$ cat config.mk
export PLATFORM = sky130hd
export DESIGN_NAME = vehicle_route_greedy_split
export DESIGN_NICKNAME = d
export VERILOG_FILES = /design/src/rtl/vrgs_pkg.sv /design/src/rtl/vrgs_sqrt.sv /design/src/rtl/vrgs_datapath.sv /design/src/rtl/vrgs_ctrl.sv /design/src/rtl/vehicle_route_greedy_split.sv
export SDC_FILE = /design/constraint.sdc
export NUM_CORES = 2
export LEC_CHECK = 0
export ABC_CLOCK_PERIOD_IN_PS = 13600
export BUFFER_PORTS_ARGS = -buffer_cell sky130_fd_sc_hd__buf_4
export CAP_MARGIN = 10
export CORE_MARGIN = 4
export CORE_UTILIZATION = 50
export CTS_BUF_LIST = sky130_fd_sc_hd__clkbuf_8
export CTS_CLUSTER_SIZE = 12
export DETAILED_ROUTE_END_ITERATION = 6
export GPL_TIMING_DRIVEN = 0
export HOLD_SLACK_MARGIN = 0.12
export PLACE_DENSITY = 0.77
export SETUP_SLACK_MARGIN = 0.1
export SLEW_MARGIN = 20
export SYNTH_ARGS = -nofsm -noshare
export SYNTH_HDL_FRONTEND = slang
export SYNTH_HIERARCHICAL = 1
export SYNTH_SLANG_ARGS = --single-unit
$ cat constraint.sdc
create_clock -name clk -period 13.6 [get_ports clk]
set_input_delay 0 -clock clk [delete_from_list [all_inputs] [get_ports clk]]
set_output_delay 0 -clock clk [all_outputs]
set_load 0.02 [all_outputs]
$ cat src/rtl/vrgs_pkg.sv
// Shared types, widths and constants of the greedy route splitter.
`default_nettype none

package vrgs_pkg;

    // Fixed-point fraction bits of every distance.
    localparam int FRAC_BITS = 8;

    localparam int COORD_W    = 11;
    localparam int DIST_W     = 24;
    localparam int LOAD_W     = 16;
    localparam int LOADX_W    = LOAD_W + 1;
    localparam int QTY_W      = 12;
    localparam int STOPS_W    = 12;
    localparam int STATUS_W   = 2;
    localparam int CFG_IDX_W  = 3;
    localparam int CFG_DATA_W = 24;

    // A coordinate difference squared fits in 22 bits, the sum of two in 23.
    localparam int SQ_W  = 22;
    localparam int SUM_W = SQ_W + 1;

    // The root unit resolves two result bits per cycle, so its width is even.
    localparam int ROOT_W = 2 * ((SUM_W + 2 * FRAC_BITS + 3) / 4);
    localparam int RAD_W  = 2 * ROOT_W;
    localparam int REM_W  = ROOT_W + 3;
    localparam int ITER   = ROOT_W / 2;
    localparam int ITER_W = $clog2(ITER);

    // Candidate route length: three distances added, one subtracted, signed.
    localparam int CAND_W = DIST_W + 3;

    localparam logic [DIST_W-1:0]  DIST_MAX  = {DIST_W{1'b1}};
    localparam logic [LOAD_W-1:0]  LOAD_MAX  = {LOAD_W{1'b1}};
    localparam logic [STOPS_W-1:0] STOPS_MAX = {STOPS_W{1'b1}};

    // Configuration register indexes.
    localparam logic [CFG_IDX_W-1:0] CFG_DEPOT_X  = 3'd0;
    localparam logic [CFG_IDX_W-1:0] CFG_DEPOT_Y  = 3'd1;
    localparam logic [CFG_IDX_W-1:0] CFG_MAX_LEN  = 3'd2;
    localparam logic [CFG_IDX_W-1:0] CFG_MAX_LOAD = 3'd3;
    localparam logic [CFG_IDX_W-1:0] CFG_MAX_SVC  = 3'd4;

    typedef enum logic [STATUS_W-1:0] {
        ST_CLOSED    = 2'd0,
        ST_FIRST_BAD = 2'd1,
        ST_NEW_BAD   = 2'd2
    } status_t;

    typedef enum logic [3:0] {
        S_IDLE,
        S_SQ_LOOP,
        S_GO_LOOP,
        S_WAIT_LOOP,
        S_SQ_LEG,
        S_GO_LEG,
        S_WAIT_LEG,
        S_SUM,
        S_DECIDE,
        S_EMIT0,
        S_EMIT1
    } ctrl_state_t;

    typedef struct packed {
        logic accept;
        logic sq_load;
        logic leg_sel;
        logic root_start;
        logic loop_save;
        logic leg_save;
        logic sum_load;
        logic decide;
        logic out_load;
        logic out_sel;
    } vrgs_cmd_t;

    typedef struct packed {
        logic       failed;
        logic       root_done;
        logic [1:0] res_cnt;
    } vrgs_stat_t;

    typedef struct packed {
        status_t              status;
        logic [DIST_W-1:0]    length;
        logic [LOAD_W-1:0]    load;
        logic [LOAD_W-1:0]    service;
        logic [STOPS_W-1:0]   stops;
    } vrgs_res_t;

endpackage

`default_nettype wire

$ cat src/rtl/vrgs_sqrt.sv
// Iterative integer square root, two result bits per cycle.
`default_nettype none

module vrgs_sqrt (
    input  wire logic                       clk,
    input  wire logic                       rst_n,
    input  wire logic                       start,
    input  wire logic [vrgs_pkg::RAD_W-1:0] radicand,
    output logic                            done,
    output logic [vrgs_pkg::ROOT_W-1:0]     root
);
    import vrgs_pkg::*;

    logic [RAD_W-1:0]  rad_reg;
    logic [REM_W-1:0]  rem_reg;
    logic [ROOT_W-1:0] root_reg;
    logic [ITER_W-1:0] cnt_reg;
    logic              busy_reg;
    logic              done_reg;

    logic [RAD_W-1:0]  rad_s  [0:2];
    logic [REM_W-1:0]  rem_s  [0:2];
    logic [ROOT_W-1:0] root_s [0:2];
    logic [REM_W-1:0]  cand   [0:1];
    logic [REM_W-1:0]  trial  [0:1];

    // Two digit steps of the classic restoring root per clock.
    always_comb
    begin
        rad_s[0]  = rad_reg;
        rem_s[0]  = rem_reg;
        root_s[0] = root_reg;
        for (int k = 0; k < 2; k++)
        begin
            cand[k]  = {rem_s[k][REM_W-3:0], rad_s[k][RAD_W-1 -: 2]};
            trial[k] = REM_W'({root_s[k], 2'b01});
            if (cand[k] >= trial[k])
            begin
                rem_s[k+1]  = cand[k] - trial[k];
                root_s[k+1] = {root_s[k][ROOT_W-2:0], 1'b1};
            end
            else
            begin
                rem_s[k+1]  = cand[k];
                root_s[k+1] = {root_s[k][ROOT_W-2:0], 1'b0};
            end
            rad_s[k+1] = rad_s[k] << 2;
        end
    end

    always_ff @(posedge clk or negedge rst_n)
    begin
        if (!rst_n)
        begin
            busy_reg <= 1'b0;
            done_reg <= 1'b0;
            cnt_reg  <= '0;
        end
        else
        begin
            done_reg <= 1'b0;
            if (start)
            begin
                busy_reg <= 1'b1;
                cnt_reg  <= '0;
            end
            else if (busy_reg)
            begin
                if (cnt_reg == ITER_W'(ITER - 1))
                begin
                    busy_reg <= 1'b0;
                    done_reg <= 1'b1;
                end
                cnt_reg <= cnt_reg + 1'b1;
            end
        end
    end

    always_ff @(posedge clk)
    begin
        if (start)
        begin
            rad_reg  <= radicand;
            rem_reg  <= '0;
            root_reg <= '0;
        end
        else if (busy_reg)
        begin
            rad_reg  <= rad_s[2];
            rem_reg  <= rem_s[2];
            root_reg <= root_s[2];
        end
    end

    assign done = done_reg;
    assign root = root_reg;

endmodule

`default_nettype wire

$ cat src/rtl/vrgs_datapath.sv
// Datapath: configuration, list state, distances, limit checks and result registers.
`default_nettype none

module vrgs_datapath (
    input  wire logic                            clk,
    input  wire logic                            rst_n,
    input  wire logic                            cfg_we,
    input  wire logic [vrgs_pkg::CFG_IDX_W-1:0]  cfg_index,
    input  wire logic [vrgs_pkg::CFG_DATA_W-1:0] cfg_data,
    input  wire logic signed [vrgs_pkg::COORD_W-1:0] cust_x,
    input  wire logic signed [vrgs_pkg::COORD_W-1:0] cust_y,
    input  wire logic [vrgs_pkg::QTY_W-1:0]      demand,
    input  wire logic [vrgs_pkg::QTY_W-1:0]      service_time,
    input  wire logic                            list_end,
    input  wire vrgs_pkg::vrgs_cmd_t             cmd,
    output vrgs_pkg::vrgs_stat_t                 stat,
    output logic [vrgs_pkg::STATUS_W-1:0]        status,
    output logic [vrgs_pkg::DIST_W-1:0]          route_length,
    output logic [vrgs_pkg::LOAD_W-1:0]          route_load,
    output logic [vrgs_pkg::LOAD_W-1:0]          route_service,
    output logic [vrgs_pkg::STOPS_W-1:0]         route_stops,
    output logic                                 last
);
    import vrgs_pkg::*;

    // Configuration registers.
    logic signed [COORD_W-1:0] depot_x_reg, depot_y_reg;
    logic [DIST_W-1:0]         max_len_reg;
    logic [LOAD_W-1:0]         max_load_reg, max_svc_reg;

    // Customer held for the duration of its work.
    logic signed [COORD_W-1:0] cx_reg, cy_reg;
    logic [QTY_W-1:0]          dem_reg, svc_reg;
    logic                      end_reg;

    // List state.
    logic signed [COORD_W-1:0] prev_x_reg, prev_y_reg;
    logic [DIST_W-1:0]         prev_leg_reg;
    logic [DIST_W-1:0]         acc_len_reg;
    logic [LOAD_W-1:0]         acc_load_reg, acc_svc_reg;
    logic [STOPS_W-1:0]        acc_stops_reg;
    logic                      failed_reg, at_start_reg;

    // Working registers.
    logic [SQ_W-1:0]           sq_x_reg, sq_y_reg;
    logic [DIST_W-1:0]         loop_reg, leg_reg;
    logic signed [CAND_W-1:0]  cand_len_reg;
    logic [LOADX_W-1:0]        cand_load_reg, cand_svc_reg;
    vrgs_res_t                 res0_reg, res1_reg, out_res_reg;
    logic [1:0]                res_cnt_reg;
    logic                      last_reg;

    logic signed [COORD_W-1:0]   px, py;
    logic signed [COORD_W:0]     dx, dy;
    logic signed [2*COORD_W+1:0] dx_sq, dy_sq;
    logic [SUM_W-1:0]            sq_sum;
    logic [RAD_W-1:0]            radicand;
    logic [ROOT_W-1:0]           root;
    logic                        root_done;
    logic [DIST_W-1:0]           dist_val;
    logic [DIST_W-1:0]           pleg;

    logic                over, new_bad;
    logic [DIST_W:0]     two;
    logic [DIST_W-1:0]   two_sat, len_sat;
    logic [LOAD_W-1:0]   load_sat, svc_sat;
    logic [STOPS_W-1:0]  stops_inc;
    vrgs_res_t           acc_n, res0_n, res1_n;
    logic [1:0]          cnt_n;
    logic                fail_n;

    always_ff @(posedge clk or negedge rst_n)
    begin
        if (!rst_n)
        begin
            depot_x_reg  <= '0;
            depot_y_reg  <= '0;
            max_len_reg  <= '0;
            max_load_reg <= LOAD_MAX;
            max_svc_reg  <= '0;
        end
        else if (cfg_we)
        begin
            case (cfg_index)
                CFG_DEPOT_X:  depot_x_reg  <= cfg_data[COORD_W-1:0];
                CFG_DEPOT_Y:  depot_y_reg  <= cfg_data[COORD_W-1:0];
                CFG_MAX_LEN:  max_len_reg  <= cfg_data[DIST_W-1:0];
                CFG_MAX_LOAD: max_load_reg <= cfg_data[LOAD_W-1:0];
                CFG_MAX_SVC:  max_svc_reg  <= cfg_data[LOAD_W-1:0];
                default:      ;
            endcase
        end
    end

    always_ff @(posedge clk)
    begin
        if (cmd.accept)
        begin
            cx_reg  <= cust_x;
            cy_reg  <= cust_y;
            dem_reg <= demand;
            svc_reg <= service_time;
            end_reg <= list_end;
        end
    end

    // Squares of the coordinate differences; the leg pass measures from the previous stop.
    always_comb
    begin
        if (cmd.leg_sel && !at_start_reg)
        begin
            px = prev_x_reg;
            py = prev_y_reg;
        end
        else
        begin
            px = depot_x_reg;
            py = depot_y_reg;
        end
    end

    assign dx    = {cx_reg[COORD_W-1], cx_reg} - {px[COORD_W-1], px};
    assign dy    = {cy_reg[COORD_W-1], cy_reg} - {py[COORD_W-1], py};
    assign dx_sq = dx * dx;
    assign dy_sq = dy * dy;

    always_ff @(posedge clk)
    begin
        if (cmd.sq_load)
        begin
            sq_x_reg <= dx_sq[SQ_W-1:0];
            sq_y_reg <= dy_sq[SQ_W-1:0];
        end
    end

    assign sq_sum   = {1'b0, sq_x_reg} + {1'b0, sq_y_reg};
    assign radicand = RAD_W'(sq_sum) << (2 * FRAC_BITS);

    vrgs_sqrt u_sqrt (
        .clk      (clk),
        .rst_n    (rst_n),
        .start    (cmd.root_start),
        .radicand (radicand),
        .done     (root_done),
        .root     (root)
    );

    // The root never exceeds 24 bits over the whole fraction range.
    assign dist_val = DIST_W'(root);

    always_ff @(posedge clk)
    begin
        if (cmd.loop_save)
        begin
            loop_reg <= dist_val;
        end
        if (cmd.leg_save)
        begin
            leg_reg <= dist_val;
        end
    end

    assign pleg = at_start_reg ? '0 : prev_leg_reg;

    always_ff @(posedge clk)
    begin
        if (cmd.sum_load)
        begin
            cand_len_reg  <= CAND_W'(acc_len_reg) + CAND_W'(leg_reg)
                           + CAND_W'(loop_reg) - CAND_W'(pleg);
            cand_load_reg <= LOADX_W'(acc_load_reg) + LOADX_W'(dem_reg);
            cand_svc_reg  <= LOADX_W'(acc_svc_reg) + LOADX_W'(svc_reg);
        end
    end

    // Limit checks and saturation of the candidate totals.
    assign over = ((max_len_reg != '0) && (cand_len_reg > $signed(CAND_W'(max_len_reg))))
               || (cand_load_reg > LOADX_W'(max_load_reg))
               || ((max_svc_reg != '0) && (cand_svc_reg > LOADX_W'(max_svc_reg)));

    assign two     = {loop_reg, 1'b0};
    assign two_sat = two[DIST_W] ? DIST_MAX : two[DIST_W-1:0];

    assign new_bad = ((max_len_reg != '0) && (two > {1'b0, max_len_reg}))
                  || (LOAD_W'(dem_reg) > max_load_reg)
                  || ((max_svc_reg != '0) && (LOAD_W'(svc_reg) > max_svc_reg));

    always_comb
    begin
        if (cand_len_reg[CAND_W-1])
        begin
            len_sat = '0;
        end
        else if (|cand_len_reg[CAND_W-2:DIST_W])
        begin
            len_sat = DIST_MAX;
        end
        else
        begin
            len_sat = cand_len_reg[DIST_W-1:0];
        end
    end

    assign load_sat  = cand_load_reg[LOAD_W] ? LOAD_MAX : cand_load_reg[LOAD_W-1:0];
    assign svc_sat   = cand_svc_reg[LOAD_W] ? LOAD_MAX : cand_svc_reg[LOAD_W-1:0];
    assign stops_inc = (acc_stops_reg == STOPS_MAX) ? acc_stops_reg : acc_stops_reg + 1'b1;

    always_comb
    begin
        acc_n  = '{ST_CLOSED, acc_len_reg, acc_load_reg, acc_svc_reg, acc_stops_reg};
        res0_n = '{ST_CLOSED, '0, '0, '0, '0};
        res1_n = '{ST_CLOSED, '0, '0, '0, '0};
        cnt_n  = 2'd0;
        fail_n = failed_reg;
        if (over)
        begin
            if (acc_stops_reg == '0)
            begin
                res0_n = '{ST_FIRST_BAD, '0, '0, '0, '0};
                cnt_n  = 2'd1;
                fail_n = 1'b1;
            end
            else
            begin
                // Close the open route and start a new one with this customer alone.
                res0_n = acc_n;
                acc_n  = '{ST_CLOSED, two_sat, LOAD_W'(dem_reg), LOAD_W'(svc_reg),
                           STOPS_W'(1)};
                cnt_n  = 2'd1;
                if (new_bad)
                begin
                    res1_n = '{ST_NEW_BAD, '0, '0, '0, '0};
                    cnt_n  = 2'd2;
                    fail_n = 1'b1;
                end
            end
        end
        else
        begin
            acc_n = '{ST_CLOSED, len_sat, load_sat, svc_sat, stops_inc};
        end

        // At the end of the list a route still open is closed as well.
        if (end_reg && !fail_n && (acc_n.stops != '0))
        begin
            if (cnt_n == 2'd0)
            begin
                res0_n = acc_n;
                cnt_n  = 2'd1;
            end
            else
            begin
                res1_n = acc_n;
                cnt_n  = 2'd2;
            end
        end
    end

    always_ff @(posedge clk or negedge rst_n)
    begin
        if (!rst_n)
        begin
            prev_x_reg    <= '0;
            prev_y_reg    <= '0;
            prev_leg_reg  <= '0;
            acc_len_reg   <= '0;
            acc_load_reg  <= '0;
            acc_svc_reg   <= '0;
            acc_stops_reg <= '0;
            failed_reg    <= 1'b0;
            at_start_reg  <= 1'b1;
            res_cnt_reg   <= 2'd0;
        end
        else if ((cmd.accept && failed_reg && list_end) || (cmd.decide && end_reg))
        begin
            prev_x_reg    <= depot_x_reg;
            prev_y_reg    <= depot_y_reg;
            prev_leg_reg  <= '0;
            acc_len_reg   <= '0;
            acc_load_reg  <= '0;
            acc_svc_reg   <= '0;
            acc_stops_reg <= '0;
            failed_reg    <= 1'b0;
            at_start_reg  <= 1'b1;
            if (cmd.decide)
            begin
                res_cnt_reg <= cnt_n;
            end
        end
        else if (cmd.decide)
        begin
            prev_x_reg    <= cx_reg;
            prev_y_reg    <= cy_reg;
            prev_leg_reg  <= loop_reg;
            acc_len_reg   <= acc_n.length;
            acc_load_reg  <= acc_n.load;
            acc_svc_reg   <= acc_n.service;
            acc_stops_reg <= acc_n.stops;
            failed_reg    <= fail_n;
            at_start_reg  <= 1'b0;
            res_cnt_reg   <= cnt_n;
        end
    end

    always_ff @(posedge clk)
    begin
        if (cmd.decide)
        begin
            res0_reg <= res0_n;
            res1_reg <= res1_n;
        end
        if (cmd.out_load)
        begin
            out_res_reg <= cmd.out_sel ? res1_reg : res0_reg;
            last_reg    <= cmd.out_sel || (res_cnt_reg == 2'd1);
        end
    end

    assign stat.failed    = failed_reg;
    assign stat.root_done = root_done;
    assign stat.res_cnt   = res_cnt_reg;

    assign status        = out_res_reg.status;
    assign route_length  = out_res_reg.length;
    assign route_load    = out_res_reg.load;
    assign route_service = out_res_reg.service;
    assign route_stops   = out_res_reg.stops;
    assign last          = last_reg;

endmodule

`default_nettype wire

$ cat src/rtl/vrgs_ctrl.sv
// Controller: sequences one customer through the datapath and drives both handshakes.
`default_nettype none

module vrgs_ctrl (
    input  wire logic                 clk,
    input  wire logic                 rst_n,
    input  wire logic                 in_valid,
    output logic                      in_ready,
    output logic                      out_valid,
    input  wire logic                 out_ready,
    input  wire vrgs_pkg::vrgs_stat_t stat,
    output vrgs_pkg::vrgs_cmd_t       cmd
);
    import vrgs_pkg::*;

    ctrl_state_t state_reg, state_next;
    logic        out_valid_reg, out_valid_next;
    logic        out_free;

    assign out_free = !out_valid_reg || out_ready;

    always_comb
    begin
        state_next = state_reg;
        case (state_reg)
            S_IDLE:
            begin
                if (in_valid && !stat.failed)
                begin
                    state_next = S_SQ_LOOP;
                end
            end
            S_SQ_LOOP:   state_next = S_GO_LOOP;
            S_GO_LOOP:   state_next = S_WAIT_LOOP;
            S_WAIT_LOOP:
            begin
                if (stat.root_done)
                begin
                    state_next = S_SQ_LEG;
                end
            end
            S_SQ_LEG:    state_next = S_GO_LEG;
            S_GO_LEG:    state_next = S_WAIT_LEG;
            S_WAIT_LEG:
            begin
                if (stat.root_done)
                begin
                    state_next = S_SUM;
                end
            end
            S_SUM:       state_next = S_DECIDE;
            S_DECIDE:    state_next = S_EMIT0;
            S_EMIT0:
            begin
                if (stat.res_cnt == 2'd0)
                begin
                    state_next = S_IDLE;
                end
                else if (out_free)
                begin
                    state_next = (stat.res_cnt == 2'd2) ? S_EMIT1 : S_IDLE;
                end
            end
            S_EMIT1:
            begin
                if (out_free)
                begin
                    state_next = S_IDLE;
                end
            end
            default:     state_next = S_IDLE;
        endcase
    end

    always_comb
    begin
        cmd      = '0;
        in_ready = 1'b0;
        case (state_reg)
            S_IDLE:
            begin
                in_ready   = 1'b1;
                cmd.accept = in_valid;
            end
            S_SQ_LOOP:   cmd.sq_load = 1'b1;
            S_GO_LOOP:   cmd.root_start = 1'b1;
            S_WAIT_LOOP: cmd.loop_save = stat.root_done;
            S_SQ_LEG:
            begin
                cmd.sq_load = 1'b1;
                cmd.leg_sel = 1'b1;
            end
            S_GO_LEG:    cmd.root_start = 1'b1;
            S_WAIT_LEG:  cmd.leg_save = stat.root_done;
            S_SUM:       cmd.sum_load = 1'b1;
            S_DECIDE:    cmd.decide = 1'b1;
            S_EMIT0:     cmd.out_load = out_free && (stat.res_cnt != 2'd0);
            S_EMIT1:
            begin
                cmd.out_load = out_free;
                cmd.out_sel  = 1'b1;
            end
            default:     ;
        endcase
    end

    always_comb
    begin
        if (cmd.out_load)
        begin
            out_valid_next = 1'b1;
        end
        else if (out_ready)
        begin
            out_valid_next = 1'b0;
        end
        else
        begin
            out_valid_next = out_valid_reg;
        end
    end

    always_ff @(posedge clk or negedge rst_n)
    begin
        if (!rst_n)
        begin
            state_reg     <= S_IDLE;
            out_valid_reg <= 1'b0;
        end
        else
        begin
            state_reg     <= state_next;
            out_valid_reg <= out_valid_next;
        end
    end

    assign out_valid = out_valid_reg;

    a_root_not_instant: assert property (@(posedge clk) disable iff (!rst_n)
        cmd.root_start |=> !stat.root_done)
        else $error("root unit finished one cycle after start");

    a_emit1_two: assert property (@(posedge clk) disable iff (!rst_n)
        (state_reg == S_EMIT1) |-> (stat.res_cnt == 2'd2))
        else $error("second result emitted without two pending");

    a_load_shows: assert property (@(posedge clk) disable iff (!rst_n)
        cmd.out_load |=> out_valid_reg)
        else $error("loaded result not presented");

    a_load_free: assert property (@(posedge clk) disable iff (!rst_n)
        (out_valid_reg && !out_ready) |-> !cmd.out_load)
        else $error("output register overwritten while stalled");

endmodule

`default_nettype wire

$ cat src/rtl/vehicle_route_greedy_split.sv
// Top level of the greedy vehicle route splitter.
// Usage: configure the depot position and the route limits through the write port
// while the block is idle, then send one depot's customers in order, one item per
// customer, with list_end high on the last one. Each customer yields zero, one or
// two result items: a closed route with its length, load, service time and stop
// count, or an error status when a customer cannot start a route; after an error
// the rest of the list is dropped silently. The last result item of a customer
// carries last high.
// Sequence: after a customer is accepted, out_valid rises once both root runs, the
// sum and the decision are done. The shared root unit resolves two root bits per
// cycle and runs twice (depot leg and previous-stop leg), with sequencing states
// around the runs. With a ready receiver the next customer is accepted once the
// results are emitted; a second result adds an emit state. A customer after an error
// is consumed without being worked on. in_ready is high only between customers.
// The output register decouples the sides: while a single result waits on a stalled
// receiver the next customer is already accepted and worked on; only the emission of
// its results waits for the output register to free. While the first of two results
// waits, the second result and the input wait with it.
// Reset puts the registers at their reset values and starts an empty list.
`default_nettype none

module vehicle_route_greedy_split (
    input  wire logic                            clk,
    input  wire logic                            rst_n,
    input  wire logic                            cfg_we,
    input  wire logic [vrgs_pkg::CFG_IDX_W-1:0]  cfg_index,
    input  wire logic [vrgs_pkg::CFG_DATA_W-1:0] cfg_data,
    input  wire logic                            in_valid,
    output logic                                 in_ready,
    input  wire logic signed [vrgs_pkg::COORD_W-1:0] cust_x,
    input  wire logic signed [vrgs_pkg::COORD_W-1:0] cust_y,
    input  wire logic [vrgs_pkg::QTY_W-1:0]      demand,
    input  wire logic [vrgs_pkg::QTY_W-1:0]      service_time,
    input  wire logic                            list_end,
    output logic                                 out_valid,
    input  wire logic                            out_ready,
    output logic [vrgs_pkg::STATUS_W-1:0]        status,
    output logic [vrgs_pkg::DIST_W-1:0]          route_length,
    output logic [vrgs_pkg::LOAD_W-1:0]          route_load,
    output logic [vrgs_pkg::LOAD_W-1:0]          route_service,
    output logic [vrgs_pkg::STOPS_W-1:0]         route_stops,
    output logic                                 last
);
    import vrgs_pkg::*;

    // Commands from the controller and status back from the datapath.
    vrgs_cmd_t  cmd;
    vrgs_stat_t stat;

    // The controller owns both handshakes and the sequence of one customer.
    vrgs_ctrl u_ctrl (
        .clk       (clk),
        .rst_n     (rst_n),
        .in_valid  (in_valid),
        .in_ready  (in_ready),
        .out_valid (out_valid),
        .out_ready (out_ready),
        .stat      (stat),
        .cmd       (cmd)
    );

    // The datapath holds configuration, the open route and the result registers.
    vrgs_datapath u_datapath (
        .clk           (clk),
        .rst_n         (rst_n),
        .cfg_we        (cfg_we),
        .cfg_index     (cfg_index),
        .cfg_data      (cfg_data),
        .cust_x        (cust_x),
        .cust_y        (cust_y),
        .demand        (demand),
        .service_time  (service_time),
        .list_end      (list_end),
        .cmd           (cmd),
        .stat          (stat),
        .status        (status),
        .route_length  (route_length),
        .route_load    (route_load),
        .route_service (route_service),
        .route_stops   (route_stops),
        .last          (last)
    );

endmodule

`default_nettype wire

## Yosys cells after proc, flatten, opt, wreduce, memory -nomap -nowiden

Cells that the tools add are included.

| cells by class | value |
|---|---|
| add/sub/neg operators | 12 |
| $mul | 2 |
| order comparisons | 8 |
| equality and inequality tests | 23 |
| multiplexer cells | 81 |
| reductions and logical operators | 44 |

Operator list:

| kind | number |
|---|---|
| 70-bit 2-to-1 mux | 9 |
| 24-bit 2-to-1 mux | 7 |
| 68-bit 2-to-1 mux | 2 |
| 16-bit 2-to-1 mux | 6 |
| 39-bit 2-to-1 mux | 2 |
| 69-bit 2-to-1 mux | 1 |
| 11-bit 2-to-1 mux | 6 |
| 23-bit by 22-bit >= comparator with 1-bit output | 2 |
| 12-bit by 12-bit multiplier with 22-bit output | 2 |
| 4-bit one-hot mux with 11 select lines | 1 |
| 21-bit 2-to-1 mux | 2 |
| 21-bit subtractor | 2 |
| 12-bit 2-to-1 mux | 3 |
| 4-bit 2-to-1 mux | 9 |
| 16-bit by 12-bit adder with 17-bit output | 2 |
| 17-bit by 16-bit greater-than comparator with 1-bit output | 2 |
| 12-bit by 16-bit greater-than comparator with 1-bit output | 2 |
| 27-bit by 20-bit adder with 27-bit output | 1 |
| 27-bit by 25-bit greater-than comparator with 1-bit output | 1 |
| 1-bit 2-to-1 mux | 27 |
| 27-bit by 24-bit subtractor with 27-bit output | 1 |
| 24-bit by 20-bit adder with 25-bit output | 1 |
| 21-bit by 24-bit greater-than comparator with 1-bit output | 1 |
| 24-bit nonzero test | 1 |
| 31 further kinds | 77 |

| storage, ports and cells | value |
|---|---|
| flip-flop bits (word level) | 675 |
| output and inout port bits | 73 |
| logic and storage cells | 222 |

## Longest topological paths before layout

| depth | value |
|---|---|
| depth after elaboration | 11 |
| depth in mapped cells | 37 |
| depth with buffers taken out | 35 |

## Cells and area by module

Netlist, hierarchy kept.

Modules (own cells, without submodules):

| module | times used | cells an instance | area an instance (µm²) |
|---|---|---|---|
| vrgs_datapath | 1 | 3,517 | 39,250.1 |
| vrgs_sqrt | 1 | 683 | 6,243.5 |
| vrgs_ctrl | 1 | 56 | 470.5 |

## Least setup slack after synthesis

OpenSTA, ideal clock, no wires.

| timing | value |
|---|---|
| path type | register -> register |
| start | register u_ctrl.state_reg[2] |
| end | register u_datapath.acc_len_reg[0] |
| arrival time | 12,670 ps |
| required time | 13,534 ps |
| path slack | 864 ps |
| cell stages (with the launch flop) | 9 |
| buffers on the path | 2 |
| path through | dfrtp_1 -> buf_6 -> nand2b_1 -> nor3_1 -> nand2b_1 -> nand2b_1 -> o21ai_0 -> clkbuf_1 -> a22o_1 |

RTL lines:

| what | RTL line | RTL |
|---|---|---|
| start, declared | vrgs_ctrl.sv:16 | `ctrl_state_t state_reg, state_next;` |
| start signal, assigned | vrgs_ctrl.sv:132 | `state_reg <= state_next;` |
| end signal, assigned | vrgs_datapath.sv:295 | `acc_len_reg <= acc_n.length;` |
| end, declared | vrgs_datapath.sv:39 | `logic [DIST_W-1:0] acc_len_reg;` |

==> flow_summary_export.csv <==
group,metric,value,unit
outcome,outcome,"completed",
cts,clk_latency,0.76,ns
cts,numCtsBuffers,109,
layout,nNetsFinal,5454,
layout,final_util,58.7,%
global_route,grt_overflow_total,0,
drt,highest_layer,"met5",
worst_setup_path,critPathMaxFanout,10,
drt,dr_wl_met3,8.89,mm
placement,gp_congestion,0.977,
cts,clk_pin_slew,0.07,ns
drt,wl_met1,49.6,mm
placement,portBuffers,151,
placement,dpl_worst_slack,3.37,ns
placement,dp_hpwl,91.5,mm
cts,htreeDepth,3,
global_route,grt_antenna_before_repair,5,
global_route,globalRouteTotalUtil,24.9,%
drt,wl,121,mm
cts,cts.sinks,683,
die,core.rowCount,110,
job,drv_cap,0,
global_route,grt_start_max_net_pins,102,
cts,cts_tree,"built",
logic_synthesis,async_flop_share,29.7,%
min_path,hold_class,"in2reg",
die,die_w,311,um
drt,drc_errors,0,
logic_synthesis,synth.distinct_cells,104,
timing,layout_setup_ws,3.25,ns
drt,wire_per_inst,20.0,um
timing,slew_headroom,30.6,%
cts,clock_path_buffers,3,
timing,maxSlewViolCount,0,
die,die_h,311,um
layout,mostFrequentLayoutCells,"inv_1 (611), edfxtp_1 (439), nor2_1 (350)",
logic_synthesis,yosys_warnings,6,
drt,drtAntennaViolNets,0,
worst_setup_path,cp-end-kind,"flip-flop",
global_route,grt_pass1_vias,35400,
timing,post-route-period-util,76.1,%
logic_synthesis,yosys.area.top_type,"edfxtp_1",
drt,via_per_inst,5.66,
logic_synthesis,synth_edf_count,439,
timing,clock_skew,0.0548,ns
worst_setup_path,crit_type,"reg2reg",
drt,num_vias,34200,
worst_setup_path,cp-start-kind,"flip-flop",
timing,setup_viol,0,
layout,drive_above_1_share,13.3,%
placement,place_area,0.0491,sq mm
logic_synthesis,seq_area_frac_synth,41.6,%
drt,first_iter_violations,3008,
die,start_util,50.8,%
logic_synthesis,synth_ff_type,"edfxtp_1",
layout,instances_no_fill,6037,
die,dieArea,0.0968,sq mm
placement,place_inst,5652,
worst_setup_path,required,14.10,ns
drt,drtPass1Iterations,6,
timing,tightest_slew,1.04,ns
drt,dr_wl_met2,56.4,mm
logic_synthesis,syn_area,0.0460,sq mm
layout,final_common_cell,"inv_1",
die,coreArea,0.0906,sq mm
logic_synthesis,synthCells,4256,
timing,rsz0062_at_grt,"no",
timing,max_freq,96.6,MHz
logic_synthesis,yosys-top-cells-area,"edfxtp_1 (29%), fa_1 (12%), dfrtp_1 (10%)",
layout,syn_to_final_growth,15.6,%
timing,post-route-min-period,10.35,ns
logic_synthesis,synth_top_area_share,28.7,%
die,io_pins,152,
layout,stdcell_area,0.0532,sq mm
worst_setup_path,slowest_stage,"o41ai_1",
global_route,grt_pass1_wl,193,mm
timing,finalHoldViolations,0,
logic_synthesis,ys_seq_elements,683,
logic_synthesis,syn_avg_cell_area,10.8,sq um
cts,cts_root_buf,"clkbuf_8",
worst_setup_path,cp_slowest_stage_delay,0.64,ns
worst_setup_path,arrival,10.85,ns
## Yosys cell counts, types with 17 or more instances
cell type and number:
inv_1 576, edfxtp_1 439, nor2_1 351, ha_1 346, fa_1 267, nand2_1 242, a21oi_1 199, o21ai_0 192
dfrtp_1 186, mux2_2 148, xnor2_1 111, clkbuf_1 110, mux2i_1 80, nor3_1 75, a21o_1 64, nor2b_1 53
xor2_1 53, o22ai_1 49, a22o_1 47, o2bb2ai_1 42, dfxtp_1 41, nand3_1 38, nand2b_1 37, nand4_1 34
o21a_1 31, buf_4 28, or3_1 28, buf_2 22, o21bai_1 20, a211oi_1 18, and3_1 18, nor4_1 18
dfstp_2 17, o31ai_1 17
## routing by layer
layer	track usage, %	vias up
met3	4.27	318
met5	0	-
met4	11.4	4
li1	-	15800
met1	32.5	16700
met2	41.0	1362
## timing repair
item,4_1_cts,5_1_grt
endpoints found under the hold margin,369,0
resized for setup,0,0
setup buffers,0,0
hold buffers,175,0
## logic make-up after synthesis
group / after synthesis / share of synthesized area [%]
AO/OA/AOI/OAI: 824 / 12.0
AND/OR/NAND/NOR: 982 / 10.2
flip-flops: 683 / 41.6
other: 1 / 0.00816
XOR/XNOR: 164 / 3.13
adder cells (fa/ha/maj): 613 / 21.0
buffers and inverters: 760 / 6.69
multiplexers: 229 / 5.40
## final timing paths
path / cells after the start / slack, ns / end / startpoint
worst min-delay path: 4 / 0.21 / u_datapath/max_len_reg[1]$_DFFE_PN0P_ / cfg_data[1]
min in group asynchronous: 4 / 0.40 / u_datapath/acc_load_reg[15]$_DFFE_PN0P_ / rst_n
worst max-delay path: 35 / 3.25 / u_datapath/sq_x_reg[21]$_DFFE_PP_ / u_ctrl/state_reg[3]$_DFFE_PN0P_
worst max register to register: 35 / 3.25 / u_datapath/sq_x_reg[21]$_DFFE_PP_ / u_ctrl/state_reg[3]$_DFFE_PN0P_
worst min register to register: 2 / 0.47 / u_datapath/prev_leg_reg[14]$_DFFE_PN0P_ / u_datapath/prev_leg_reg[14]$_DFFE_PN0P_
max in group asynchronous: 5 / 12.35 / u_datapath/at_start_reg$_DFFE_PN1P_ / rst_n
## through the flow
stage / TNS, ns / hold WS (ns)
after floorplan: 0 / -0.296
after global placement: -833.85 / 0.179
after detailed placement: 0 / -0.0536
after CTS: 0 / 0.124
after global routing: 0 / 0.170
final: 0 / 0.210
## area by class of cell
| type | instances | area, sq um |
|---|---|---|
| clock inverters | 85 | 601 |
| inverters | 583 | 2190 |
| well taps | 1176 | 1470 |
| clock buffers | 123 | 1690 |
| multi-input cells | 2852 | 24000 |
| plain buffers | 177 | 885 |
| fillers | 7300 | 37400 |
| diodes | 2 | 5.00 |
| flip-flops and latches | 683 | 19100 |
| repair buffers | 356 | 3240 |
## critical path, delay by kind of cell (launching register included)
kind / cells / cell delay [ns]
AOI/OAI and AO/OA: 11 / 2.85
adders and majority gates: 7 / 3.32
buffers and inverters: 8 / 1.69
DFF: 1 / 0.36
and+or+nand+nor: 7 / 1.38
xor gates and xnor gates: 1 / 0.14
muxes: 1 / 0.39
Power is left out: the tool's default activity adds up to more than one toggle a clock period on the data nets, which glitch-free logic cannot reach.
